===== src/design/encoder_pid_speed_controller_macros.svh =====
// assertion macros for the encoder pid speed controller
`ifndef ENCODER_PID_SPEED_CONTROLLER_MACROS_SVH
`define ENCODER_PID_SPEED_CONTROLLER_MACROS_SVH
`ifndef SYNTHESIS
`define EPSC_ASSERT_SAME(label, ante, cons, msg) \
    label: assert property (@(posedge clk) disable iff (!rst_n) (ante) |-> (cons)) \
        else $error(msg);
`define EPSC_ASSERT_NEXT(label, ante, cons, msg) \
    label: assert property (@(posedge clk) disable iff (!rst_n) (ante) |=> (cons)) \
        else $error(msg);
`else
`define EPSC_ASSERT_SAME(label, ante, cons, msg)
`define EPSC_ASSERT_NEXT(label, ante, cons, msg)
`endif
`endif


===== src/design/epsc_pkg.sv =====
// shared types and constants of the encoder pid speed controller
package epsc_pkg;

    localparam int COUNT_BITS  = 16;
    localparam int RAW_W       = 10;
    localparam int TARGET_W    = 8;
    localparam int TARGET10_W  = 12;
    localparam int SPEED_W     = COUNT_BITS + 3;
    localparam int SPEED_OUT_W = 19;
    localparam int SPEED_EXT_W = (SPEED_W > 20) ? SPEED_W : 20;
    localparam int DIFF_W      = SPEED_EXT_W + 1;
    localparam int ERR_W       = 20;
    localparam int DERIV_W     = ERR_W + 1;
    localparam int INTEG_W     = 32;
    localparam int DUTY_W      = 8;
    localparam int PROD_P_W    = RAW_W + 1 + ERR_W;
    localparam int PROD_I_W    = RAW_W + 1 + INTEG_W;
    localparam int PROD_D_W    = RAW_W + 1 + DERIV_W;
    localparam int SUM_W       = 46;
    localparam int QUOT_IN_W   = 25;
    localparam int RECIP_W     = 26;
    localparam int RECIP_SHIFT = 42;
    localparam int QPROD_W     = QUOT_IN_W + RECIP_W;

    // ceil(2^42 / 102300), exact for dividends below 2^25
    localparam logic [RECIP_W-1:0] RECIP = 26'd42991658;
    localparam logic signed [SUM_W-1:0] DUTY_LIMIT = SUM_W'(256 * 102300);
    localparam logic [DUTY_W-1:0] DUTY_MAX = '1;

    localparam logic signed [SUM_W-1:0] P_SCALE = SUM_W'(50);
    localparam logic signed [SUM_W-1:0] I_SCALE = SUM_W'(2);
    localparam logic signed [SUM_W-1:0] D_SCALE = SUM_W'(200);

    typedef enum logic {
        OP_PULSE = 1'b0,
        OP_TICK  = 1'b1
    } opcode_t;

    typedef struct packed {
        opcode_t          opcode;
        logic [RAW_W-1:0] target_raw;
        logic [RAW_W-1:0] prop_gain_raw;
        logic [RAW_W-1:0] integ_gain_raw;
        logic [RAW_W-1:0] deriv_gain_raw;
        logic             run_enable;
    } item_beat_t;

    typedef struct packed {
        logic                      run_enable;
        logic [RAW_W-1:0]          kp;
        logic [RAW_W-1:0]          ki;
        logic [RAW_W-1:0]          kd;
        logic signed [ERR_W-1:0]   err;
        logic signed [INTEG_W-1:0] integ;
        logic signed [DERIV_W-1:0] deriv;
        logic [SPEED_OUT_W-1:0]    shaft_speed_tenths;
    } err_beat_t;

    typedef struct packed {
        logic                    run_enable;
        logic signed [SUM_W-1:0] sum;
        logic [SPEED_OUT_W-1:0]  shaft_speed_tenths;
    } sum_beat_t;

    typedef struct packed {
        logic [DUTY_W-1:0]      duty;
        logic                   drive_on;
        logic [SPEED_OUT_W-1:0] shaft_speed_tenths;
    } result_beat_t;

endpackage


===== src/design/epsc_item_if.sv =====
// input channel: encoder pulse and control tick beats
interface epsc_item_if;
    import epsc_pkg::*;

    logic             valid;
    logic             ready;
    logic             opcode;
    logic [RAW_W-1:0] target_raw;
    logic [RAW_W-1:0] prop_gain_raw;
    logic [RAW_W-1:0] integ_gain_raw;
    logic [RAW_W-1:0] deriv_gain_raw;
    logic             run_enable;

    modport source (
        output valid, opcode, target_raw, prop_gain_raw, integ_gain_raw,
               deriv_gain_raw, run_enable,
        input  ready
    );

    modport sink (
        input  valid, opcode, target_raw, prop_gain_raw, integ_gain_raw,
               deriv_gain_raw, run_enable,
        output ready
    );
endinterface


===== src/design/epsc_result_if.sv =====
// output channel: motor drive result beats
interface epsc_result_if;
    import epsc_pkg::*;

    logic                   valid;
    logic                   ready;
    logic [DUTY_W-1:0]      duty;
    logic                   drive_on;
    logic [SPEED_OUT_W-1:0] shaft_speed_tenths;

    modport source (
        output valid, duty, drive_on, shaft_speed_tenths,
        input  ready
    );

    modport sink (
        input  valid, duty, drive_on, shaft_speed_tenths,
        output ready
    );
endinterface


===== src/design/epsc_front.sv =====
// input stage, pulse counter and error / integral / derivative update
`include "encoder_pid_speed_controller_macros.svh"

module epsc_front (
    input  logic                 clk,
    input  logic                 rst_n,
    input  logic                 item_valid,
    output logic                 item_ready,
    input  epsc_pkg::item_beat_t item_beat,
    output logic                 err_valid,
    input  logic                 err_ready,
    output epsc_pkg::err_beat_t  err_beat
);
    import epsc_pkg::*;

    localparam logic [COUNT_BITS-1:0] COUNT_MAX = '1;
    localparam logic signed [DIFF_W-1:0] ERR_HI = DIFF_W'(2 ** (ERR_W - 1) - 1);
    localparam logic signed [DIFF_W-1:0] ERR_LO = -ERR_HI - DIFF_W'(1);
    localparam logic signed [INTEG_W-1:0] INTEG_HI = {1'b0, {(INTEG_W - 1){1'b1}}};
    localparam logic signed [INTEG_W-1:0] INTEG_LO = {1'b1, {(INTEG_W - 1){1'b0}}};
    localparam logic [SPEED_EXT_W-1:0] SPEED_CAP = SPEED_EXT_W'(2 ** SPEED_OUT_W - 1);

    // floor(raw * 200 / 1023) as ((raw * 200 + 1) * 1025) >> 20
    function automatic logic [TARGET_W-1:0] target_rpm(input logic [RAW_W-1:0] raw);
        logic [17:0] scaled;
        logic [28:0] prod;
        scaled = 18'({raw, 7'b0}) + 18'({raw, 6'b0}) + 18'({raw, 3'b0}) + 18'd1;
        prod   = 29'({scaled, 10'b0}) + 29'(scaled);
        return prod[20 +: TARGET_W];
    endfunction

    item_beat_t                s1_reg;
    logic                      s1_valid_reg, s1_valid_next;
    logic [COUNT_BITS-1:0]     count_reg, count_next;
    logic signed [INTEG_W-1:0] integ_reg, integ_next;
    logic signed [ERR_W-1:0]   prev_err_reg, prev_err_next;
    logic                      err_valid_reg, err_valid_next;
    err_beat_t                 err_beat_reg, err_beat_next;

    logic                      s1_leave;
    logic                      item_fire;
    logic                      tick_fire;
    logic [TARGET_W-1:0]       target;
    logic [TARGET10_W-1:0]     target10;
    logic [SPEED_W-1:0]        speed;
    logic [SPEED_EXT_W-1:0]    speed_ext;
    logic signed [DIFF_W-1:0]  diff;
    logic signed [DIFF_W-1:0]  diff_sat;
    logic signed [ERR_W-1:0]   err;
    logic signed [INTEG_W:0]   integ_sum;
    logic signed [INTEG_W-1:0] integ_sat;
    logic signed [DERIV_W-1:0] deriv;
    logic [SPEED_OUT_W-1:0]    speed_out;

    // pulse beats retire here, ticks move on when the next stage has room
    assign s1_leave   = s1_valid_reg && (s1_reg.opcode == OP_PULSE || !err_valid_reg || err_ready);
    assign item_ready = !s1_valid_reg || s1_leave;
    assign item_fire  = item_valid && item_ready;
    assign tick_fire  = s1_leave && s1_reg.opcode == OP_TICK;

    assign target    = target_rpm(s1_reg.target_raw);
    assign target10  = TARGET10_W'({target, 3'b0}) + TARGET10_W'({target, 1'b0});
    assign speed     = SPEED_W'({count_reg, 2'b0}) + SPEED_W'({count_reg, 1'b0});
    assign speed_ext = SPEED_EXT_W'(speed);
    assign diff      = $signed(DIFF_W'(target10)) - $signed({1'b0, speed_ext});
    assign speed_out = (speed_ext > SPEED_CAP) ? SPEED_OUT_W'(SPEED_CAP)
                                               : speed_ext[SPEED_OUT_W-1:0];

    always_comb
    begin
        if (diff > ERR_HI)
        begin
            diff_sat = ERR_HI;
        end
        else if (diff < ERR_LO)
        begin
            diff_sat = ERR_LO;
        end
        else
        begin
            diff_sat = diff;
        end
    end

    assign err       = diff_sat[ERR_W-1:0];
    assign integ_sum = (INTEG_W + 1)'(integ_reg) + (INTEG_W + 1)'(err);
    assign deriv     = DERIV_W'(err) - DERIV_W'(prev_err_reg);

    always_comb
    begin
        if (integ_sum[INTEG_W] != integ_sum[INTEG_W-1])
        begin
            integ_sat = integ_sum[INTEG_W] ? INTEG_LO : INTEG_HI;
        end
        else
        begin
            integ_sat = integ_sum[INTEG_W-1:0];
        end
    end

    always_comb
    begin
        count_next    = count_reg;
        integ_next    = integ_reg;
        prev_err_next = prev_err_reg;
        if (s1_leave)
        begin
            if (s1_reg.opcode == OP_PULSE)
            begin
                if (count_reg != COUNT_MAX)
                begin
                    count_next = count_reg + 1'b1;
                end
            end
            else if (s1_reg.run_enable)
            begin
                count_next    = '0;
                integ_next    = integ_sat;
                prev_err_next = err;
            end
        end
    end

    assign s1_valid_next  = item_fire ? 1'b1 : (s1_leave ? 1'b0 : s1_valid_reg);
    assign err_valid_next = tick_fire ? 1'b1 : (err_ready ? 1'b0 : err_valid_reg);

    always_comb
    begin
        err_beat_next.run_enable         = s1_reg.run_enable;
        err_beat_next.kp                 = s1_reg.prop_gain_raw;
        err_beat_next.ki                 = s1_reg.integ_gain_raw;
        err_beat_next.kd                 = s1_reg.deriv_gain_raw;
        err_beat_next.err                = err;
        err_beat_next.integ              = integ_sat;
        err_beat_next.deriv              = deriv;
        err_beat_next.shaft_speed_tenths = speed_out;
    end

    always_ff @(posedge clk or negedge rst_n)
    begin
        if (!rst_n)
        begin
            s1_valid_reg  <= 1'b0;
            err_valid_reg <= 1'b0;
            count_reg     <= '0;
            integ_reg     <= '0;
            prev_err_reg  <= '0;
        end
        else
        begin
            s1_valid_reg  <= s1_valid_next;
            err_valid_reg <= err_valid_next;
            count_reg     <= count_next;
            integ_reg     <= integ_next;
            prev_err_reg  <= prev_err_next;
        end
    end

    always_ff @(posedge clk)
    begin
        if (item_fire)
        begin
            s1_reg <= item_beat;
        end
        if (tick_fire)
        begin
            err_beat_reg <= err_beat_next;
        end
    end

    assign err_valid = err_valid_reg;
    assign err_beat  = err_beat_reg;

    `EPSC_ASSERT_NEXT(a_count_saturates, s1_leave && s1_reg.opcode == OP_PULSE && count_reg == COUNT_MAX, count_reg == COUNT_MAX, "pulse count wrapped past its maximum")
    `EPSC_ASSERT_NEXT(a_count_cleared, tick_fire && s1_reg.run_enable, count_reg == '0, "enabled tick did not clear the pulse count")
    `EPSC_ASSERT_NEXT(a_idle_tick_keeps, tick_fire && !s1_reg.run_enable, $stable(integ_reg) && $stable(prev_err_reg), "disabled tick changed controller state")

endmodule


===== src/design/epsc_mac.sv =====
// gain products and weighted control sum
module epsc_mac (
    input  logic                clk,
    input  logic                rst_n,
    input  logic                err_valid,
    output logic                err_ready,
    input  epsc_pkg::err_beat_t err_beat,
    output logic                sum_valid,
    input  logic                sum_ready,
    output epsc_pkg::sum_beat_t sum_beat
);
    import epsc_pkg::*;

    typedef struct packed {
        logic                       run_enable;
        logic signed [PROD_P_W-1:0] p_prod;
        logic signed [PROD_I_W-1:0] i_prod;
        logic signed [PROD_D_W-1:0] d_prod;
        logic [SPEED_OUT_W-1:0]     shaft_speed_tenths;
    } prod_beat_t;

    prod_beat_t prod_reg, prod_next;
    logic       prod_valid_reg, prod_valid_next;
    sum_beat_t  sum_reg, sum_next;
    logic       sum_valid_reg, sum_valid_next;
    logic       err_fire;
    logic       prod_leave;

    assign prod_leave = prod_valid_reg && (!sum_valid_reg || sum_ready);
    assign err_ready  = !prod_valid_reg || prod_leave;
    assign err_fire   = err_valid && err_ready;

    always_comb
    begin
        prod_next.run_enable         = err_beat.run_enable;
        prod_next.p_prod             = $signed({1'b0, err_beat.kp}) * err_beat.err;
        prod_next.i_prod             = $signed({1'b0, err_beat.ki}) * err_beat.integ;
        prod_next.d_prod             = $signed({1'b0, err_beat.kd}) * err_beat.deriv;
        prod_next.shaft_speed_tenths = err_beat.shaft_speed_tenths;
    end

    always_comb
    begin
        sum_next.run_enable         = prod_reg.run_enable;
        sum_next.sum                = SUM_W'(prod_reg.p_prod) * P_SCALE
                                    + SUM_W'(prod_reg.i_prod) * I_SCALE
                                    + SUM_W'(prod_reg.d_prod) * D_SCALE;
        sum_next.shaft_speed_tenths = prod_reg.shaft_speed_tenths;
    end

    assign prod_valid_next = err_fire ? 1'b1 : (prod_leave ? 1'b0 : prod_valid_reg);
    assign sum_valid_next  = prod_leave ? 1'b1 : (sum_ready ? 1'b0 : sum_valid_reg);

    always_ff @(posedge clk or negedge rst_n)
    begin
        if (!rst_n)
        begin
            prod_valid_reg <= 1'b0;
            sum_valid_reg  <= 1'b0;
        end
        else
        begin
            prod_valid_reg <= prod_valid_next;
            sum_valid_reg  <= sum_valid_next;
        end
    end

    always_ff @(posedge clk)
    begin
        if (err_fire)
        begin
            prod_reg <= prod_next;
        end
        if (prod_leave)
        begin
            sum_reg <= sum_next;
        end
    end

    assign sum_valid = sum_valid_reg;
    assign sum_beat  = sum_reg;

endmodule


===== src/design/epsc_duty.sv =====
// duty scaling, clamp and result register
`include "encoder_pid_speed_controller_macros.svh"

module epsc_duty (
    input  logic                   clk,
    input  logic                   rst_n,
    input  logic                   sum_valid,
    output logic                   sum_ready,
    input  epsc_pkg::sum_beat_t    sum_beat,
    output logic                   result_valid,
    input  logic                   result_ready,
    output epsc_pkg::result_beat_t result_beat
);
    import epsc_pkg::*;

    result_beat_t       result_reg, result_next;
    logic               result_valid_reg, result_valid_next;
    logic               sum_fire;
    logic               sum_neg;
    logic               sum_big;
    logic [QPROD_W-1:0] quot_prod;
    logic [DUTY_W-1:0]  quot;

    assign sum_ready = !result_valid_reg || result_ready;
    assign sum_fire  = sum_valid && sum_ready;

    // divide by 102300 through the reciprocal, only below the clamp limit
    assign sum_neg   = sum_beat.sum[SUM_W-1];
    assign sum_big   = sum_beat.sum >= DUTY_LIMIT;
    assign quot_prod = QPROD_W'(sum_beat.sum[QUOT_IN_W-1:0]) * QPROD_W'(RECIP);
    assign quot      = quot_prod[RECIP_SHIFT +: DUTY_W];

    always_comb
    begin
        result_next.drive_on = sum_beat.run_enable;
        if (!sum_beat.run_enable)
        begin
            result_next.duty               = '0;
            result_next.shaft_speed_tenths = '0;
        end
        else
        begin
            result_next.shaft_speed_tenths = sum_beat.shaft_speed_tenths;
            if (sum_neg)
            begin
                result_next.duty = '0;
            end
            else if (sum_big)
            begin
                result_next.duty = DUTY_MAX;
            end
            else
            begin
                result_next.duty = quot;
            end
        end
    end

    assign result_valid_next = sum_fire ? 1'b1 : (result_ready ? 1'b0 : result_valid_reg);

    always_ff @(posedge clk or negedge rst_n)
    begin
        if (!rst_n)
        begin
            result_valid_reg <= 1'b0;
        end
        else
        begin
            result_valid_reg <= result_valid_next;
        end
    end

    always_ff @(posedge clk)
    begin
        if (sum_fire)
        begin
            result_reg <= result_next;
        end
    end

    assign result_valid = result_valid_reg;
    assign result_beat  = result_reg;

    `EPSC_ASSERT_SAME(a_stopped_fields, result_valid_reg && !result_reg.drive_on, result_reg.duty == '0 && result_reg.shaft_speed_tenths == '0, "stopped result carries nonzero fields")
    `EPSC_ASSERT_NEXT(a_negative_sum, sum_fire && sum_beat.run_enable && sum_neg, result_reg.duty == '0 && result_reg.drive_on, "negative control sum gave nonzero duty")

endmodule


===== src/design/encoder_pid_speed_controller.sv =====
// top level of the encoder pid speed controller
//
// channel   side  beat contents
// item      in    opcode, target_raw, prop/integ/deriv_gain_raw, run_enable
// result    out   duty, drive_on, shaft_speed_tenths
//
// one beat accepted per cycle while the input stage can take it; a pulse beat
// retires in the input stage; a tick beat reaches the result through the
// input, error/integral, product, sum and output registers
// reset clears all valids, the pulse count, the integral and the last error
// a stalled result blocks input only once the tick stages behind it are full;
// pulse beats keep being taken while the input stage can retire them
module encoder_pid_speed_controller (
    input  logic          clk,
    input  logic          rst_n,
    epsc_item_if.sink     item,
    epsc_result_if.source result
);
    import epsc_pkg::*;

    item_beat_t   item_beat;
    err_beat_t    err_beat;
    sum_beat_t    sum_beat;
    result_beat_t result_beat;
    logic         err_valid;
    logic         err_ready;
    logic         sum_valid;
    logic         sum_ready;

    assign item_beat.opcode         = opcode_t'(item.opcode);
    assign item_beat.target_raw     = item.target_raw;
    assign item_beat.prop_gain_raw  = item.prop_gain_raw;
    assign item_beat.integ_gain_raw = item.integ_gain_raw;
    assign item_beat.deriv_gain_raw = item.deriv_gain_raw;
    assign item_beat.run_enable     = item.run_enable;

    epsc_front u_front (
        .clk        (clk),
        .rst_n      (rst_n),
        .item_valid (item.valid),
        .item_ready (item.ready),
        .item_beat  (item_beat),
        .err_valid  (err_valid),
        .err_ready  (err_ready),
        .err_beat   (err_beat)
    );

    epsc_mac u_mac (
        .clk       (clk),
        .rst_n     (rst_n),
        .err_valid (err_valid),
        .err_ready (err_ready),
        .err_beat  (err_beat),
        .sum_valid (sum_valid),
        .sum_ready (sum_ready),
        .sum_beat  (sum_beat)
    );

    epsc_duty u_duty (
        .clk          (clk),
        .rst_n        (rst_n),
        .sum_valid    (sum_valid),
        .sum_ready    (sum_ready),
        .sum_beat     (sum_beat),
        .result_valid (result.valid),
        .result_ready (result.ready),
        .result_beat  (result_beat)
    );

    assign result.duty               = result_beat.duty;
    assign result.drive_on           = result_beat.drive_on;
    assign result.shaft_speed_tenths = result_beat.shaft_speed_tenths;

endmodule


===== src/flat_wrapper.sv =====
// flat-port wrapper written by rule: the top's interface ports become plain ports
module encoder_pid_speed_controller_flat import epsc_pkg::*;
  (clk, rst_n, item_valid, item_opcode, item_target_raw, item_prop_gain_raw, item_integ_gain_raw, item_deriv_gain_raw, item_run_enable, item_ready, result_valid, result_duty, result_drive_on, result_shaft_speed_tenths, result_ready);
  epsc_item_if item_i ();
  epsc_result_if result_i ();
  input  logic clk;
  input  logic rst_n;
  input wire logic [$bits(item_i.valid)-1:0] item_valid;
  input wire logic [$bits(item_i.opcode)-1:0] item_opcode;
  input wire logic [$bits(item_i.target_raw)-1:0] item_target_raw;
  input wire logic [$bits(item_i.prop_gain_raw)-1:0] item_prop_gain_raw;
  input wire logic [$bits(item_i.integ_gain_raw)-1:0] item_integ_gain_raw;
  input wire logic [$bits(item_i.deriv_gain_raw)-1:0] item_deriv_gain_raw;
  input wire logic [$bits(item_i.run_enable)-1:0] item_run_enable;
  output wire logic [$bits(item_i.ready)-1:0] item_ready;
  output wire logic [$bits(result_i.valid)-1:0] result_valid;
  output wire logic [$bits(result_i.duty)-1:0] result_duty;
  output wire logic [$bits(result_i.drive_on)-1:0] result_drive_on;
  output wire logic [$bits(result_i.shaft_speed_tenths)-1:0] result_shaft_speed_tenths;
  input wire logic [$bits(result_i.ready)-1:0] result_ready;
  assign item_i.valid = item_valid;
  assign item_i.opcode = item_opcode;
  assign item_i.target_raw = item_target_raw;
  assign item_i.prop_gain_raw = item_prop_gain_raw;
  assign item_i.integ_gain_raw = item_integ_gain_raw;
  assign item_i.deriv_gain_raw = item_deriv_gain_raw;
  assign item_i.run_enable = item_run_enable;
  assign item_ready = item_i.ready;
  assign result_valid = result_i.valid;
  assign result_duty = result_i.duty;
  assign result_drive_on = result_i.drive_on;
  assign result_shaft_speed_tenths = result_i.shaft_speed_tenths;
  assign result_i.ready = result_ready;
  encoder_pid_speed_controller u_core (.clk(clk), .rst_n(rst_n), .item(item_i), .result(result_i));
endmodule

===== config.mk =====
export PLATFORM = sky130hd
export DESIGN_NAME = encoder_pid_speed_controller_flat
export DESIGN_NICKNAME = d
export VERILOG_FILES = /design/src/design/epsc_pkg.sv /design/src/design/epsc_item_if.sv /design/src/design/epsc_result_if.sv /design/src/design/epsc_front.sv /design/src/design/epsc_mac.sv /design/src/design/epsc_duty.sv /design/src/design/encoder_pid_speed_controller.sv /design/src/flat_wrapper.sv
export VERILOG_INCLUDE_DIRS = /design/src /design/src/design
export SDC_FILE = /design/constraint.sdc
export NUM_CORES = 2
export LEC_CHECK = 0
export BUFFER_PORTS_ARGS = -buffer_cell sky130_fd_sc_hd__buf_2
export CAP_MARGIN = 10
export CORE_ASPECT_RATIO = 1.25
export CORE_UTILIZATION = 50
export CTS_BUF_LIST = sky130_fd_sc_hd__clkbuf_4
export DETAILED_ROUTE_END_ITERATION = 8
export PLACE_DENSITY = 0.66
export SLEW_MARGIN = 0
export SYNTH_ARGS = -nofsm -noshare
export SYNTH_HDL_FRONTEND = slang
export SYNTH_SLANG_ARGS = --single-unit

===== constraint.sdc =====
create_clock -name clk -period 12.1 [get_ports clk]
set_input_delay 1.815 -clock clk [delete_from_list [all_inputs] [get_ports clk]]
set_output_delay 1.815 -clock clk [all_outputs]
set_load 0.02 [all_outputs]

==> results.toml <==
[outcome]
status = "finished, final reports clean"

[timing]
min_period_ns = 10.61
timing.fmax_mhz = 94.26
worstMarginPinSlew_ns = 1.232
finalHoldViolations = 0
drv_slew = 0
setup_viol = 0
rsz0062_at_grt = "no"
fin_skew_ns = 0.06063
post-route-period-util_pct = 87.68
setup-tns-final_ns = 0
max_slew_margin_pct = 17.84

[setup_path]
startpoint_type = "register"
cp-end-kind = "register"
crit_start = "u_core.u_front.s1_reg[35]"
rr_endpoint = "u_core.u_front.integ_reg[16]"
critPathMaxFanout = 15
ff2ff_path_depth = 41
cpMostUsedCell = "a21oi_1"
crit_type = "register to register"
cp.arrival_ns = 11.52
crit_required_ns = 13.01
cp_slowest_cell = "nand2_1"
critPathMaxStageDelay_ns = 0.52
r2r_slack_ns = 1.49
crit-reg2reg-launch = "u_core.u_front.s1_reg[35]"

[drt]
first_pass_iters = 5
routed_wl_mm = 140.8
ant_nets = 0
vias = 41950
wl_per_cell_um = 17.83
viasPerCell = 5.313
drt_iter0_drc = 1900
drc = 0

[worst_hold_path]
hp-start = "u_core.u_front.err_beat_next[114]"
min_path_type = "register to register"
whs_endpoint = "u_core.u_front.err_beat[114]"
min_path_cells = 0

[place]
portBuffers = 74
dp_hpwl_mm = 113.3
post_dp_cell_area_sq_um = 62250
gp_congestion = 0.9178

[logic_synthesis]
synth_seq_cells = 448
syn_area_sq_um = 60320
yosys.area_share.simple_pct = 11.72
synth_edf_count = 376
synth_cell_type_count = 96
yosys-top-cells-area = "fa_1 26%, edfxtp_1 19%, ha_1 17%"
synth_top_family_by_area = "adder cells"
ys.flop_type = "edfxtp_1"
syn_avg_cell_area_sq_um = 9.819
synth_mux_area_share_pct = 0.6140
yosys.area_share.adder_pct = 42.89
synth-compound-area-share_pct = 9.314
async_flop_share_pct = 16.07
synth-seq-area-share_pct = 21.71
synthXorXnorAreaFrac_pct = 4.472
yosysTopAreaCellShare_pct = 26.22
netlist_instances = 6143
synth_area_leader_cell = "fa_1"
yosys_warnings = 0

[grt]
grt_pass1_wl_mm = 228.8
grt.total_usage_pct = 23.73
antenna_found_initial = 6
grt_pass1_vias = 44510
grt_max_degree = 72
gr-total-overflow = 0

[finish]
design_area_sq_um = 63950
num-nets-final = 7839
syn_to_final_growth_pct = 6.020
largest_register_ff_count = 123
drive_above_1_share_pct = 5.694

[clock_tree]
cts_root_buf = "clkbuf_4"
clock_latency_ns = 1.08
post_cts_resized = 0
clkSinkCount = 448
postCtsSetupRepairBufs = 0
cts_buffers = 117
cts_max_path_buffers = 3
cts_tree = "done"
h-tree-depth = 3
clk_pin_slew_ns = 0.08
hold_buffers = 0

[floorplan]
dieHeight_um = 390.3
num_rows = 142
die_area_sq_um = 122000
die_w_um = 312.7
core_area_sq_um = 119800
initial_utilization_pct = 50.37
pin_count = 76

[job]
drv_cap = 0
routing by layer:
layer | global-route usage (%) | wire [um]
met5 | 0 | 24
met2 | 44.65 | 75710
met3 | 2.525 | 4598
met1 | 27.74 | 56110
met4 | 8.151 | 4310
worst max-delay path by stage:
stage | endpoint | slack [ns] | cells after the start
6_report | u_core.u_front.integ_reg[16] | 1.49 | 41
5_1_grt | u_core.u_front.integ_reg[16] | 0.30 | 40
4_1_cts | u_core.u_front.integ_reg[16] | 0.62 | 40
3_5_place_dp | u_core.u_front.integ_reg[15] | 0.64 | 40
3_3_place_gp | u_core.u_front.integ_reg[15] | 0.82 | 40
2_1_floorplan | u_core.u_front.integ_reg[17] | 2.66 | 42
logic make-up after synthesis:
family,count (synthesis)
flops,448
mux,32
fa+ha+maj,1594
xor+xnor,308
simple gates,1406
other cells,2
compound gates,868
buf+inv,1485
synth_stat cells (all sizes together), types with 150 or more instances:
library cell and instances:
nor2 186, o21ai 188, clkbuf 150, a21oi 243
nand2 482, xnor2 214, inv 1313, edfxtp 376
and2 422, ha 799, fa 790, a21o 155
layout by cell type (no fill, tap or decap), drive strengths merged, types with 31 or more instances in the layout:
| master | count |
|---|---|
| a21o | 155 |
| a21oi | 243 |
| a31oi | 36 |
| and2 | 422 |
| buf | 100 |
| clkbuf | 159 |
| clkinv | 52 |
| dfrtp | 72 |
| edfxtp | 376 |
| fa | 790 |
| ha | 799 |
| inv | 1316 |
| nand2 | 482 |
| nand2b | 45 |
| nand3 | 65 |
| nor2 | 186 |
| nor2b | 31 |
| nor3 | 44 |
| o21a | 40 |
| o21ai | 188 |
| o21bai | 33 |
| xnor2 | 214 |
| xor2 | 94 |
layout make-up:
cell class                 instances  area [sq um]
timing repair buffer             100         568.0
tap                             1584          1982
fill                           10970         55800
clock inverter                    61         462.9
multi-input combinational       4224         41710
clock buffer                     159          1194
antenna                            6         15.01
sequential                       448         13090
inverter                        1313          4928
critical path, delay by kind of cell, from the launching register on:
kind / cells / cell delay [ns]
AOI/OAI and AO/OA: 23 / 4.47
xor gates and xnor gates: 2 / 0.54
adders and majority gates: 8 / 3.07
buffers and inverters: 3 / 0.32
DFF: 1 / 0.49
and+or+nand+nor: 5 / 1.54
metrics by stage:
step	setup WS [ns]	instances	hold slack, ns	utilization, %
2_1_floorplan	2.658	6157	0.4003	-
6_report	1.491	7895	0.4006	53.40
4_1_cts	0.6184	7885	0.3958	53.36
3_5_place_dp	0.6430	7665	0.4045	51.98
3_3_place_gp	0.8245	7665	0.4013	51.98
5_1_grt	0.3033	7893	0.4196	53.40
Power is not shown: default switching activity piles up to over one toggle a cycle in this logic, so the estimate is an artifact.
